==> src/hw/rtl/lkvc_pkg.sv <==
`timescale 1ns / 1ps
package lkvc_pkg;

  // default number of entries
  localparam int unsigned MAX_ENTRIES_DEF = 16;
  // key and value widths are fixed by the word format
  localparam int unsigned KEY_BITS   = 32;
  localparam int unsigned VALUE_BITS = 32;
  // capacity register
  localparam int unsigned CAP_W     = 5;
  localparam logic [CAP_W-1:0] CAP_RESET = 5'd16;

  typedef enum logic {
    OP_GET = 1'b0,
    OP_PUT = 1'b1
  } op_e;

  typedef struct packed {
    op_e                   operation;
    logic [KEY_BITS-1:0]   key;
    logic [VALUE_BITS-1:0] write_value;
  } in_word_t;

  typedef struct packed {
    logic                  found;
    logic [VALUE_BITS-1:0] read_value;
  } out_word_t;

  typedef enum logic [2:0] {
    ST_IDLE,
    ST_SCAN,
    ST_SCAN_END,
    ST_DECIDE,
    ST_AGE,
    ST_AGE_END,
    ST_DONE
  } state_e;

  // controller to datapath
  typedef struct packed {
    logic load;
    logic scan_rd;
    logic age_rd;
    logic decide;
    logic commit;
    logic out_load;
  } dp_cmd_t;

  // datapath to controller
  typedef struct packed {
    logic is_put;
    logic hit;
    logic slot_ok;
    logic out_full;
  } dp_status_t;

endpackage

==> src/hw/rtl/lru_key_value_cache_unit.sv <==
`timescale 1ns / 1ps
// flow: a get miss goes from acceptance through the scan and decide states to the result word,
//   a hit or a put also runs the age pass before the result word is loaded
// throughput: one word at a time; set by the single read port of the entry memories,
//   walked once for the lookup scan and once for the recency update
// reset: valid bits, fill count and control clear at once, capacity returns to 16

module lru_key_value_cache_unit import lkvc_pkg::*; #(
  parameter int unsigned MAX_ENTRIES = MAX_ENTRIES_DEF
) (
  input  logic             clk_i,
  input  logic             rst_ni,
  // capacity register write
  input  logic             cfg_we_i,
  input  logic [CAP_W-1:0] cfg_data_i,
  // request words
  input  logic             in_valid_i,
  output logic             in_ready_o,
  input  in_word_t         in_word_i,
  // result words
  output logic             out_valid_o,
  input  logic             out_ready_i,
  output out_word_t        out_word_o
);

  localparam int unsigned IDX_W = (MAX_ENTRIES > 1) ? $clog2(MAX_ENTRIES) : 1;

  // controller walks the entry index, datapath holds keys, values and ages
  dp_cmd_t          cmd;
  dp_status_t       status;
  logic [IDX_W-1:0] idx;

  // sequence: accept, scan all slots (match, oldest, first free), decide (read/update
  // data, evict), age pass and commit new key except on a get miss, load result register
  lkvc_ctrl #(
    .MAX_ENTRIES (MAX_ENTRIES)
  ) u_ctrl (
    .clk_i      (clk_i),
    .rst_ni     (rst_ni),
    .in_valid_i (in_valid_i),
    .in_ready_o (in_ready_o),
    .status_i   (status),
    .cmd_o      (cmd),
    .idx_o      (idx)
  );

  // result sits in an output register so the next word can start while
  // the previous result waits for the consumer
  lkvc_datapath #(
    .MAX_ENTRIES (MAX_ENTRIES)
  ) u_datapath (
    .clk_i       (clk_i),
    .rst_ni      (rst_ni),
    .cfg_we_i    (cfg_we_i),
    .cfg_data_i  (cfg_data_i),
    .in_word_i   (in_word_i),
    .cmd_i       (cmd),
    .idx_i       (idx),
    .status_o    (status),
    .out_ready_i (out_ready_i),
    .out_valid_o (out_valid_o),
    .out_word_o  (out_word_o)
  );

endmodule

==> src/hw/rtl/lkvc_datapath.sv <==
`timescale 1ns / 1ps
module lkvc_datapath import lkvc_pkg::*; #(
  parameter int unsigned MAX_ENTRIES = MAX_ENTRIES_DEF
) (
  input  logic                                            clk_i,
  input  logic                                            rst_ni,
  input  logic                                            cfg_we_i,
  input  logic [CAP_W-1:0]                                cfg_data_i,
  input  in_word_t                                        in_word_i,
  input  dp_cmd_t                                         cmd_i,
  input  logic [((MAX_ENTRIES > 1) ? $clog2(MAX_ENTRIES) : 1)-1:0] idx_i,
  output dp_status_t                                      status_o,
  input  logic                                            out_ready_i,
  output logic                                            out_valid_o,
  output out_word_t                                       out_word_o
);

  localparam int unsigned IDX_W = (MAX_ENTRIES > 1) ? $clog2(MAX_ENTRIES) : 1;
  localparam int unsigned CNT_W = $clog2(MAX_ENTRIES + 1);
  localparam int unsigned CMP_W = CNT_W + CAP_W;
  localparam logic [CMP_W-1:0] MaxCmp = CMP_W'(MAX_ENTRIES);

  // capacity register
  logic [CAP_W-1:0] cap_q;
  always_ff @(posedge clk_i or negedge rst_ni) begin
    if (!rst_ni) begin
      cap_q <= CAP_RESET;
    end else if (cfg_we_i) begin
      cap_q <= cfg_data_i;
    end
  end

  // current word
  op_e                   op_q;
  logic [KEY_BITS-1:0]   key_q;
  logic [VALUE_BITS-1:0] wval_q;
  always_ff @(posedge clk_i) begin
    if (cmd_i.load) begin
      op_q   <= in_word_i.operation;
      key_q  <= in_word_i.key;
      wval_q <= in_word_i.write_value;
    end
  end

  logic is_put;
  assign is_put = (op_q == OP_PUT);

  // entry state
  logic [MAX_ENTRIES-1:0] valid_q;
  logic [CNT_W-1:0]       count_q;
  logic [KEY_BITS-1:0]    key_mem  [MAX_ENTRIES];
  logic [VALUE_BITS-1:0]  data_mem [MAX_ENTRIES];
  logic [IDX_W-1:0]       age_mem  [MAX_ENTRIES];

  logic [KEY_BITS-1:0]   key_rd_q;
  logic [VALUE_BITS-1:0] data_rd_q;
  logic [IDX_W-1:0]      age_rd_q;

  // read lag tracking
  logic             scan_lag_q, age_lag_q;
  logic [IDX_W-1:0] lag_idx_q;
  always_ff @(posedge clk_i or negedge rst_ni) begin
    if (!rst_ni) begin
      scan_lag_q <= 1'b0;
      age_lag_q  <= 1'b0;
    end else begin
      scan_lag_q <= cmd_i.scan_rd;
      age_lag_q  <= cmd_i.age_rd;
    end
  end
  always_ff @(posedge clk_i) begin
    lag_idx_q <= idx_i;
  end

  logic rd_valid;
  assign rd_valid = valid_q[lag_idx_q];

  // effective capacity and full flag
  logic [CMP_W-1:0] cap_ext, eff_cap, cnt_ext;
  logic             full;
  always_comb begin
    cap_ext = CMP_W'(cap_q);
    if (cap_q == '0) begin
      eff_cap = CMP_W'(1);
    end else if (cap_ext > MaxCmp) begin
      eff_cap = MaxCmp;
    end else begin
      eff_cap = cap_ext;
    end
  end
  assign cnt_ext = CMP_W'(count_q);
  assign full    = (cnt_ext >= eff_cap);

  // scan results
  logic             hit_q, vic_found_q, free_found_q;
  logic [IDX_W-1:0] hit_idx_q, vic_idx_q, free_idx_q;
  logic [IDX_W-1:0] hit_age_q, vic_age_q;
  logic             scan_hit, scan_vic, scan_free;

  assign scan_hit  = scan_lag_q && rd_valid && (key_rd_q == key_q) && !hit_q;
  assign scan_vic  = scan_lag_q && rd_valid && (!vic_found_q || (age_rd_q > vic_age_q));
  assign scan_free = scan_lag_q && !rd_valid && !free_found_q;

  always_ff @(posedge clk_i or negedge rst_ni) begin
    if (!rst_ni) begin
      hit_q        <= 1'b0;
      vic_found_q  <= 1'b0;
      free_found_q <= 1'b0;
    end else if (cmd_i.load) begin
      hit_q        <= 1'b0;
      vic_found_q  <= 1'b0;
      free_found_q <= 1'b0;
    end else begin
      if (scan_hit)  hit_q        <= 1'b1;
      if (scan_vic)  vic_found_q  <= 1'b1;
      if (scan_free) free_found_q <= 1'b1;
    end
  end

  always_ff @(posedge clk_i) begin
    if (scan_hit) begin
      hit_idx_q <= lag_idx_q;
      hit_age_q <= age_rd_q;
    end
    if (scan_vic) begin
      vic_idx_q <= lag_idx_q;
      vic_age_q <= age_rd_q;
    end
    if (scan_free) begin
      free_idx_q <= lag_idx_q;
    end
  end

  // slot choice for a new key: lowest free slot, counting the victim
  logic             evict_now, slot_ok;
  logic [IDX_W-1:0] slot_sel;
  assign evict_now = is_put && !hit_q && full && vic_found_q;
  assign slot_ok   = free_found_q || evict_now;
  always_comb begin
    if (free_found_q) begin
      slot_sel = (evict_now && (vic_idx_q < free_idx_q)) ? vic_idx_q : free_idx_q;
    end else begin
      slot_sel = vic_idx_q;
    end
  end

  logic             ins_q;
  logic [IDX_W-1:0] tgt_q, tgt_age_q;
  always_ff @(posedge clk_i or negedge rst_ni) begin
    if (!rst_ni) begin
      ins_q <= 1'b0;
    end else if (cmd_i.decide) begin
      ins_q <= is_put && !hit_q;
    end
  end
  always_ff @(posedge clk_i) begin
    if (cmd_i.decide) begin
      tgt_q     <= hit_q ? hit_idx_q : slot_sel;
      tgt_age_q <= hit_age_q;
    end
  end

  // valid bits and fill count
  logic ins_commit;
  assign ins_commit = cmd_i.commit && ins_q;
  always_ff @(posedge clk_i or negedge rst_ni) begin
    if (!rst_ni) begin
      valid_q <= '0;
      count_q <= '0;
    end else if (cmd_i.decide && evict_now) begin
      valid_q[vic_idx_q] <= 1'b0;
      count_q            <= count_q - 1'b1;
    end else if (ins_commit) begin
      valid_q[tgt_q] <= 1'b1;
      count_q        <= count_q + 1'b1;
    end
  end

  // key memory
  always_ff @(posedge clk_i) begin
    if (ins_commit) begin
      key_mem[tgt_q] <= key_q;
    end
    if (cmd_i.scan_rd) begin
      key_rd_q <= key_mem[idx_i];
    end
  end

  // data memory
  logic             data_we, data_re;
  logic [IDX_W-1:0] data_wa;
  assign data_we = ins_commit || (cmd_i.decide && is_put && hit_q);
  assign data_re = cmd_i.decide && !is_put && hit_q;
  assign data_wa = ins_commit ? tgt_q : hit_idx_q;
  always_ff @(posedge clk_i) begin
    if (data_we) begin
      data_mem[data_wa] <= wval_q;
    end
    if (data_re) begin
      data_rd_q <= data_mem[hit_idx_q];
    end
  end

  // age memory, read-modify-write during the age pass
  logic             age_we;
  logic [IDX_W-1:0] age_wd;
  always_comb begin
    age_we = 1'b0;
    age_wd = '0;
    if (age_lag_q) begin
      if (lag_idx_q == tgt_q) begin
        age_we = 1'b1;
      end else if (rd_valid && (ins_q || (age_rd_q < tgt_age_q))) begin
        age_we = 1'b1;
        age_wd = age_rd_q + 1'b1;
      end
    end
  end
  always_ff @(posedge clk_i) begin
    if (age_we) begin
      age_mem[lag_idx_q] <= age_wd;
    end
    if (cmd_i.scan_rd || cmd_i.age_rd) begin
      age_rd_q <= age_mem[idx_i];
    end
  end

  // output register
  logic      out_valid_q;
  out_word_t out_q;
  always_ff @(posedge clk_i or negedge rst_ni) begin
    if (!rst_ni) begin
      out_valid_q <= 1'b0;
    end else if (cmd_i.out_load) begin
      out_valid_q <= 1'b1;
    end else if (out_ready_i) begin
      out_valid_q <= 1'b0;
    end
  end
  always_ff @(posedge clk_i) begin
    if (cmd_i.out_load) begin
      out_q.found      <= hit_q;
      out_q.read_value <= (!is_put && hit_q) ? data_rd_q : '0;
    end
  end

  assign out_valid_o = out_valid_q;
  assign out_word_o  = out_q;

  assign status_o.is_put   = is_put;
  assign status_o.hit      = hit_q;
  assign status_o.slot_ok  = slot_ok;
  assign status_o.out_full = out_valid_q && !out_ready_i;

endmodule

==> src/hw/rtl/lkvc_ctrl.sv <==
`timescale 1ns / 1ps
module lkvc_ctrl import lkvc_pkg::*; #(
  parameter int unsigned MAX_ENTRIES = MAX_ENTRIES_DEF
) (
  input  logic                                                     clk_i,
  input  logic                                                     rst_ni,
  input  logic                                                     in_valid_i,
  output logic                                                     in_ready_o,
  input  dp_status_t                                               status_i,
  output dp_cmd_t                                                  cmd_o,
  output logic [((MAX_ENTRIES > 1) ? $clog2(MAX_ENTRIES) : 1)-1:0] idx_o
);

  localparam int unsigned IDX_W = (MAX_ENTRIES > 1) ? $clog2(MAX_ENTRIES) : 1;
  localparam logic [IDX_W-1:0] LastIdx = IDX_W'(MAX_ENTRIES - 1);

  state_e           state_q, state_d;
  logic [IDX_W-1:0] idx_q, idx_d;
  logic             last;
  logic             skip_age;

  assign last = (idx_q == LastIdx);
  // get miss, or a put of a new key with nowhere to go
  assign skip_age = status_i.is_put ? (!status_i.hit && !status_i.slot_ok) : !status_i.hit;

  always_ff @(posedge clk_i or negedge rst_ni) begin
    if (!rst_ni) begin
      state_q <= ST_IDLE;
      idx_q   <= '0;
    end else begin
      state_q <= state_d;
      idx_q   <= idx_d;
    end
  end

  always_comb begin
    state_d = state_q;
    idx_d   = idx_q;
    case (state_q)
      ST_IDLE: begin
        if (in_valid_i) begin
          state_d = ST_SCAN;
          idx_d   = '0;
        end
      end
      ST_SCAN: begin
        if (last) begin
          state_d = ST_SCAN_END;
        end else begin
          idx_d = idx_q + 1'b1;
        end
      end
      ST_SCAN_END: begin
        state_d = ST_DECIDE;
      end
      ST_DECIDE: begin
        if (skip_age) begin
          state_d = ST_DONE;
        end else begin
          state_d = ST_AGE;
          idx_d   = '0;
        end
      end
      ST_AGE: begin
        if (last) begin
          state_d = ST_AGE_END;
        end else begin
          idx_d = idx_q + 1'b1;
        end
      end
      ST_AGE_END: begin
        state_d = ST_DONE;
      end
      ST_DONE: begin
        if (!status_i.out_full) begin
          state_d = ST_IDLE;
        end
      end
      default: begin
        state_d = ST_IDLE;
      end
    endcase
  end

  always_comb begin
    cmd_o      = '0;
    in_ready_o = 1'b0;
    case (state_q)
      ST_IDLE: begin
        in_ready_o = 1'b1;
        cmd_o.load = in_valid_i;
      end
      ST_SCAN:     cmd_o.scan_rd  = 1'b1;
      ST_DECIDE:   cmd_o.decide   = 1'b1;
      ST_AGE:      cmd_o.age_rd   = 1'b1;
      ST_AGE_END:  cmd_o.commit   = 1'b1;
      ST_DONE:     cmd_o.out_load = !status_i.out_full;
      default: begin
        cmd_o = '0;
      end
    endcase
  end

  assign idx_o = idx_q;

endmodule

==> config.mk <==
export PLATFORM = sky130hd
export DESIGN_NAME = lru_key_value_cache_unit
export DESIGN_NICKNAME = d
export VERILOG_FILES = /design/src/hw/rtl/lkvc_pkg.sv /design/src/hw/rtl/lru_key_value_cache_unit.sv /design/src/hw/rtl/lkvc_datapath.sv /design/src/hw/rtl/lkvc_ctrl.sv
export SDC_FILE = /design/constraint.sdc
export NUM_CORES = 1
export LEC_CHECK = 0
export BUFFER_PORTS_ARGS = -buffer_cell sky130_fd_sc_hd__buf_4
export CORE_MARGIN = 3
export CORE_UTILIZATION = 30
export CTS_BUF_LIST = sky130_fd_sc_hd__clkbuf_8
export CTS_CLUSTER_SIZE = 25
export DETAILED_ROUTE_END_ITERATION = 7
export HOLD_SLACK_MARGIN = 0.15
export SKIP_CTS_REPAIR_TIMING = 1
export SLEW_MARGIN = 0
export SYNTH_ARGS = -nofsm -noshare
export SYNTH_HDL_FRONTEND = slang
export SYNTH_SLANG_ARGS = --single-unit
==> constraint.sdc <==
create_clock -name clk_i -period 9.5 [get_ports clk_i]
set_input_delay 1.425 -clock clk_i [delete_from_list [all_inputs] [get_ports clk_i]]
set_output_delay 1.425 -clock clk_i [all_outputs]
set_load 0.01 [all_outputs]
==> Yosys cells after proc, flatten, opt, wreduce, memory -nomap -nowiden <==
Memory sizes are Yosys's and may differ from the RTL's. A register that Yosys moved wholly into a read port is not among the register bits.
Index checks and enable logic that the tools add are counted.
{ "op_classes": {"add_sub_neg": 4, "multipliers": 0, "div_mod_pow": 0, "magnitude_cmp": 10, "eq_ne": 15, "shift": 0, "n_mux": 54, "bitwise_logic": 3, "reduce_logical": 46} }
{ "op_table": {"columns": ["operator", "count"], "rows": [
  ["2-to-1 mux 4 bit", 10],
  ["equality test 32 bit", 1],
  ["2-to-1 mux 16 bit", 2],
  ["2-to-1 mux 1 bit", 28],
  ["logical AND 1 bit", 22],
  ["one-hot mux 3 bit (7 select lines)", 1],
  ["AND 16 bit", 1],
  ["NOT 16 bit", 1],
  ["OR 16 bit", 1],
  ["< comparator 4 x 5 -> 1 bit, second input constant", 3],
  ["2-to-1 mux 5 bit", 3],
  ["2-to-1 mux 3 bit", 4],
  ["one-hot mux 4 bit (3 select lines)", 1],
  [">= comparator 5 x 10 -> 1 bit", 1],
  ["2-to-1 mux 10 bit", 1],
  ["nonzero test 2 bit", 5],
  ["equality test 3 bit, second input constant", 3],
  ["adder 4 x 1 -> 4 bit, second input constant", 2],
  ["demux 1 bit (select 4 bit)", 2],
  [">= comparator 4 x 1 -> 1 bit, second input constant", 2],
  ["logical NOT 1 bit", 8],
  ["< comparator 4 bit", 2],
  ["!= test 2 bit, second input constant", 4],
  ["AND reduction 4 bit", 2],
  ["other kinds (16)", 22]
]} }
{ "word_totals": {"register_bits": 170, "latch_bits": 0, "ramBits": 1088, "mem_bits_ro": 0, "out_inout_bits": 35, "elab_cells": 160, "mem_count": 3} }
{ "memory_table": {"columns": ["name", "words", "width", "read_ports", "rd_ports_with_merged_regs", "write_ports", "line_no", "source"], "rows": [
  ["u_datapath.data_mem", 16, 32, 1, 1, 1, "lkvc_datapath.sv:52", "logic [VALUE_BITS-1:0] data_mem [MAX_ENTRIES];"],
  ["u_datapath.key_mem", 16, 32, 1, 1, 1, "lkvc_datapath.sv:51", "logic [KEY_BITS-1:0] key_mem [MAX_ENTRIES];"],
  ["u_datapath.age_mem", 16, 4, 1, 1, 1, "lkvc_datapath.sv:53", "logic [IDX_W-1:0] age_mem [MAX_ENTRIES];"]
]} }

==> Logic depth before layout (Yosys ltp) <==
{ "depth": {"word_depth": 12, "depth_mapped": 15, "ltp_nobuf": 15} }

==> Hierarchy <==
Synthesis repeated with hierarchy kept, for this count alone.
{ "unflattened": {"hier_cells": 2170, "hier_area_um2": 50449.6} }
{ "modules_own_cells": {"columns": ["module", "instances", "cells_per_inst", "area_each_um2"], "rows": [
  ["lkvc_datapath", 1, 2107, 49916.6],
  ["lkvc_ctrl", 1, 63, 533.0]
]} }

==> Least setup slack after synthesis <==
Ideal clock, no wire load.
{ "synth_timing": {"kind": "input to register", "from": "input port out_ready_i", "to": "register u_datapath.out_q, in the netlist u_datapath.out_word_o[0], enable pin", "setup_ns": 0.471, "t_arrival_ns": 4.023, "required_ns": 9.029, "slack_ns": 5.006, "cell_stages": 2, "path_buffers": 0, "cell_sequence": "nand2b_1 > nor3b_1"} }
{ "synth_lines": {"columns": ["element", "line_no", "source"], "rows": [
  ["start: declaration", "lru_key_value_cache_unit.sv:22", "input logic out_ready_i,"],
  ["end: declaration", "lkvc_datapath.sv:230", "out_word_t out_q;"]
]} }

==> Worst setup path in the final report <==
{ "layout_timing": {"from": "register u_datapath.hit_idx_q[1]", "to": "memory u_datapath.data_mem[2][26], enable pin"} }
{ "layout_between": {"elab_chain_len": 1} }
{ "layout_rtl": {"columns": ["element", "line_no", "source"], "rows": [
  ["start: declaration", "lkvc_datapath.sv:96", "logic [IDX_W-1:0] hit_idx_q, vic_idx_q, free_idx_q;"],
  ["start signal: assignment", "lkvc_datapath.sv:122", "hit_idx_q <= lag_idx_q;"],
  ["2-to-1 mux 4 bit", "lkvc_datapath.sv:194", "assign data_wa = ins_commit ? tgt_q : hit_idx_q;"],
  ["end: declaration", "lkvc_datapath.sv:52", null]
]} }
Every way passes these cells.

==> impl_metrics.tcl <==
set metrics [dict create \
    gr-usage-met1_pct 17.6 \
    place_ws_ns 5.52 \
    final_core_util_pct 34.8 \
    insertion_delay_ns 0.91 \
    grt_max_degree 118 \
    drtAntennaViolNets 0 \
    htree_levels 4 \
    cp.arrival_ns 4.51 \
    ys_types 63 \
    maxCapViolations 0 \
    cp-end-kind "register" \
    synth-edff-count 1282 \
    dpl_cell_area_um2 54400 \
    dpl.hpwl_um 60600 \
    worstPathMaxFanout 51 \
    cts_root_buf "clkbuf_8" \
    synth_flop_cell "edfxtp_1" \
    drtIter0Drc 2144 \
    crit_type "register to register" \
    grt_busiest_layer "met2" \
    internal_power_mw 9.90 \
    cts_made_buffers 211 \
    cts_tree "done" \
    min_from "u_datapath.hit_age_q[2]$_DFFE_PP_" \
    ys_ff_latch 1326 \
    wl_per_cell_um 22.9 \
    drc 0 \
    cts_sinks 1326 \
    syn_nets 2545 \
    critical_path.startpoint "u_datapath.hit_idx_q[1]$_DFFE_PP_" \
    r2r_start "u_datapath.hit_idx_q[1]$_DFFE_PP_" \
    seqPwrFrac_pct 54.1 \
    nNetsFinal 2802 \
    grt_pass1_vias 25588 \
    whs_path_depth 0 \
    p_per_area_nw_per_um2 233 \
    antenna_found_initial 6 \
    rsz0062_at_grt "false" \
    path_clk_slew_ns 0.07 \
    hold_path_class "register to register" \
    total_power_mw 13.6 \
    seq_area_frac_synth_pct 78.0 \
    async_flop_share_pct 3.02 \
    startpoint_type "register" \
    finalWorstSetupSlack_ns 5.53 \
    fin_area_um2 58400 \
    die_h_um 417 \
    finalSetupTns_ns 0 \
    use_met3_pct 2.59 \
    io_pins 110 \
    comb_power_share_pct 12.6 \
    drt-total-wl_um 117000 \
    synthCells 2449 \
    p_switching_mw 3.69 \
    dieWidth_um 417 \
    syn_area_um2 50700 \
    overflow 0 \
    drt_pre_antenna_iters 5 \
    setup_viol 0 \
    peakVddDrop_uv 205 \
    min_period_ns 3.97 \
    slew-limit-headroom_pct 17.4 \
    syn_avg_cell_area_um2 20.7 \
    io_buffers 109 \
    power_frac_clock_pct 33.2 \
    reg2reg_depth 7 \
    finalNonFillerCells 5092 \
    coreArea_um2 168000 \
    die_area_um2 174000 \
    finalCritPeriodShare_pct 41.8 \
    vias 24298 \
    gp_congestion 0.734 \
    yosysWarnings 0 \
    cellLeakagePower_nw 18.6 \
    hold_viol_final 0 \
    avgViaCountPerCell 4.77 \
    worstMarginPinSlew_ns 1.23 \
    layout-drive-gt1-share_pct 26.0 \
    fmaxAchievable_ghz 0.252 \
    use_met2_pct 22.7 \
    fin_skew_ns 0.0638 \
    synthToLayoutAreaGrowth_pct 15.1 \
    crit_required_ns 10.04 \
    clockBufferDepth 3 \
    row_count 150 \
    finalMaxSlewViolations 0 \
    placedCellCount 4697 \
    timing.hold.ws_ns 0.427 \
    grt_pass1_wl_um 173000 \
    switching_share_pct 27.2 \
    start_util_pct 30.3 \
    grtUsageTotal_pct 13.4 \
    status "finished clean" \
]
==> cells in the final DEF (no fill, tap or decap), types with 36 or more instances in the layout <==
cell type and n:
a221oi_1 36, a21oi_1 63, o21ai_0 81, nand2_1 77, edfxtp_1 1282, mux2i_1 121, mux4_2 235, xnor2_1 41
mux2_2 37, inv_1 92, buf_4 162, a22oi_1 37, clkbuf_8 213, clkinv_1 63, nor2_1 45
==> metal layers <==
metal	part of all wire (%)	wire length, um
met5	0	0
met4	1.7	1940
met3	5.3	6160
met2	51	59600
met1	42	49100
==> area by class of cell <==
type / instances / area (um^2)
Antenna cell: 2 / 5.00
Fill cell: 15553 / 109000
Multi-Input combinational cell: 978 / 10800
Tap cell: 2204 / 2760
Sequential cell: 1326 / 39600
Timing Repair Buffer: 163 / 1240
Inverter: 26 / 97.6
Clock buffer: 213 / 2930
Clock inverter: 180 / 983
==> power groups by stage <==
stage	Clock [mW]	Sequential, mW	Combinational (mW)
floorplan	0	7.25	1.30
global placement	0	7.46	1.72
detailed placement	0	7.47	1.74
CTS	4.66	7.36	1.75
global route	4.93	7.41	1.87
finish	4.51	7.35	1.72
==> cells by family after synthesis <==
logic type	Yosys count	synth area share (%)
adder cells (fa/ha/maj)	21	0.533
AO/OA/AOI/OAI	252	3.15
flip-flops	1326	78.0
AND/OR/NAND/NOR	269	2.57
XOR/XNOR	42	0.725
multiplexers	394	13.7
buffers and inverters	145	1.28
==> path summary, 6_finish.rpt <==
| check | endpoint | slack (ns) |
|---|---|---|
| max reg2reg | u_datapath.data_mem[2][26]$_DFFE_PP_ | 5.53 |
| max in group asynchronous | u_ctrl.idx_o[2]$_DFFE_PN0P_ | 8.53 |
| min in group asynchronous | u_datapath.count_q[2]$_DFFE_PN0P_ | 0.51 |
| min reg2reg | u_datapath.tgt_age_q[2]$_DFFE_PN_ | 0.43 |
| min | u_datapath.tgt_age_q[2]$_DFFE_PN_ | 0.43 |
| max | u_datapath.data_mem[2][26]$_DFFE_PP_ | 5.53 |
==> cell usage after synthesis, types with 2 or more instances <==
master / count / area (um^2)
buf_1: 9 / 33.8
o21a_1: 2 / 15.0
nor3b_1: 2 / 15.0
dfxtp_1: 4 / 80.1
a21oi_1: 63 / 315
mux2i_1: 121 / 1210
nand4_1: 19 / 119
a21o_1: 5 / 37.5
o21ai_0: 81 / 405
nor2_1: 75 / 282
nor2_2: 2 / 12.5
nor2b_1: 10 / 62.6
and3_1: 5 / 31.3
nor4_1: 2 / 12.5
edfxtp_1: 1282 / 38500
a22oi_1: 37 / 278
a221oi_1: 36 / 315
xnor2_1: 41 / 359
nor3b_2: 2 / 25.0
a21boi_0: 2 / 15.0
buf_2: 29 / 145
nand2_1: 77 / 289
nand2b_1: 6 / 37.5
and2_1: 35 / 219
o32a_1: 2 / 20.0
mux2_2: 37 / 417
a32oi_1: 2 / 17.5
inv_1: 25 / 93.8
nand3_1: 14 / 70.1
nor3_1: 11 / 55.1
buf_6: 2 / 22.5
buf_4: 14 / 105
and4b_1: 2 / 20.0
mux4_2: 235 / 5290
dfrtp_1: 39 / 976
ha_1: 20 / 250
clkbuf_1: 65 / 244
a31oi_1: 8 / 50.1
nand3b_1: 2 / 15.0
==> flip-flops by register name, summed over array words and instances, names as in the netlist, 5 cells and up <==
register               count
u_datapath.valid_q        16
u_datapath.count_q         5
u_datapath.key_mem       512
u_datapath.out_word_o     33
u_datapath.data_rd_q      32
u_datapath.key_rd_q       32
u_datapath.data_mem      512
u_datapath.wval_q         32
u_datapath.age_mem        64
u_datapath.key_q          32
u_datapath.cap_q           5
==> worst max-delay path, cell delays in order (launching register included) <==
cell,delay (ns)
edfxtp_1,0.96
buf_4,0.74
inv_1,0.11
nor3_1,0.35
o21a_1,0.18
a22oi_1,0.26
nor2_4,0.54
buf_4,0.41
Power figures use the tool's default switching activity.
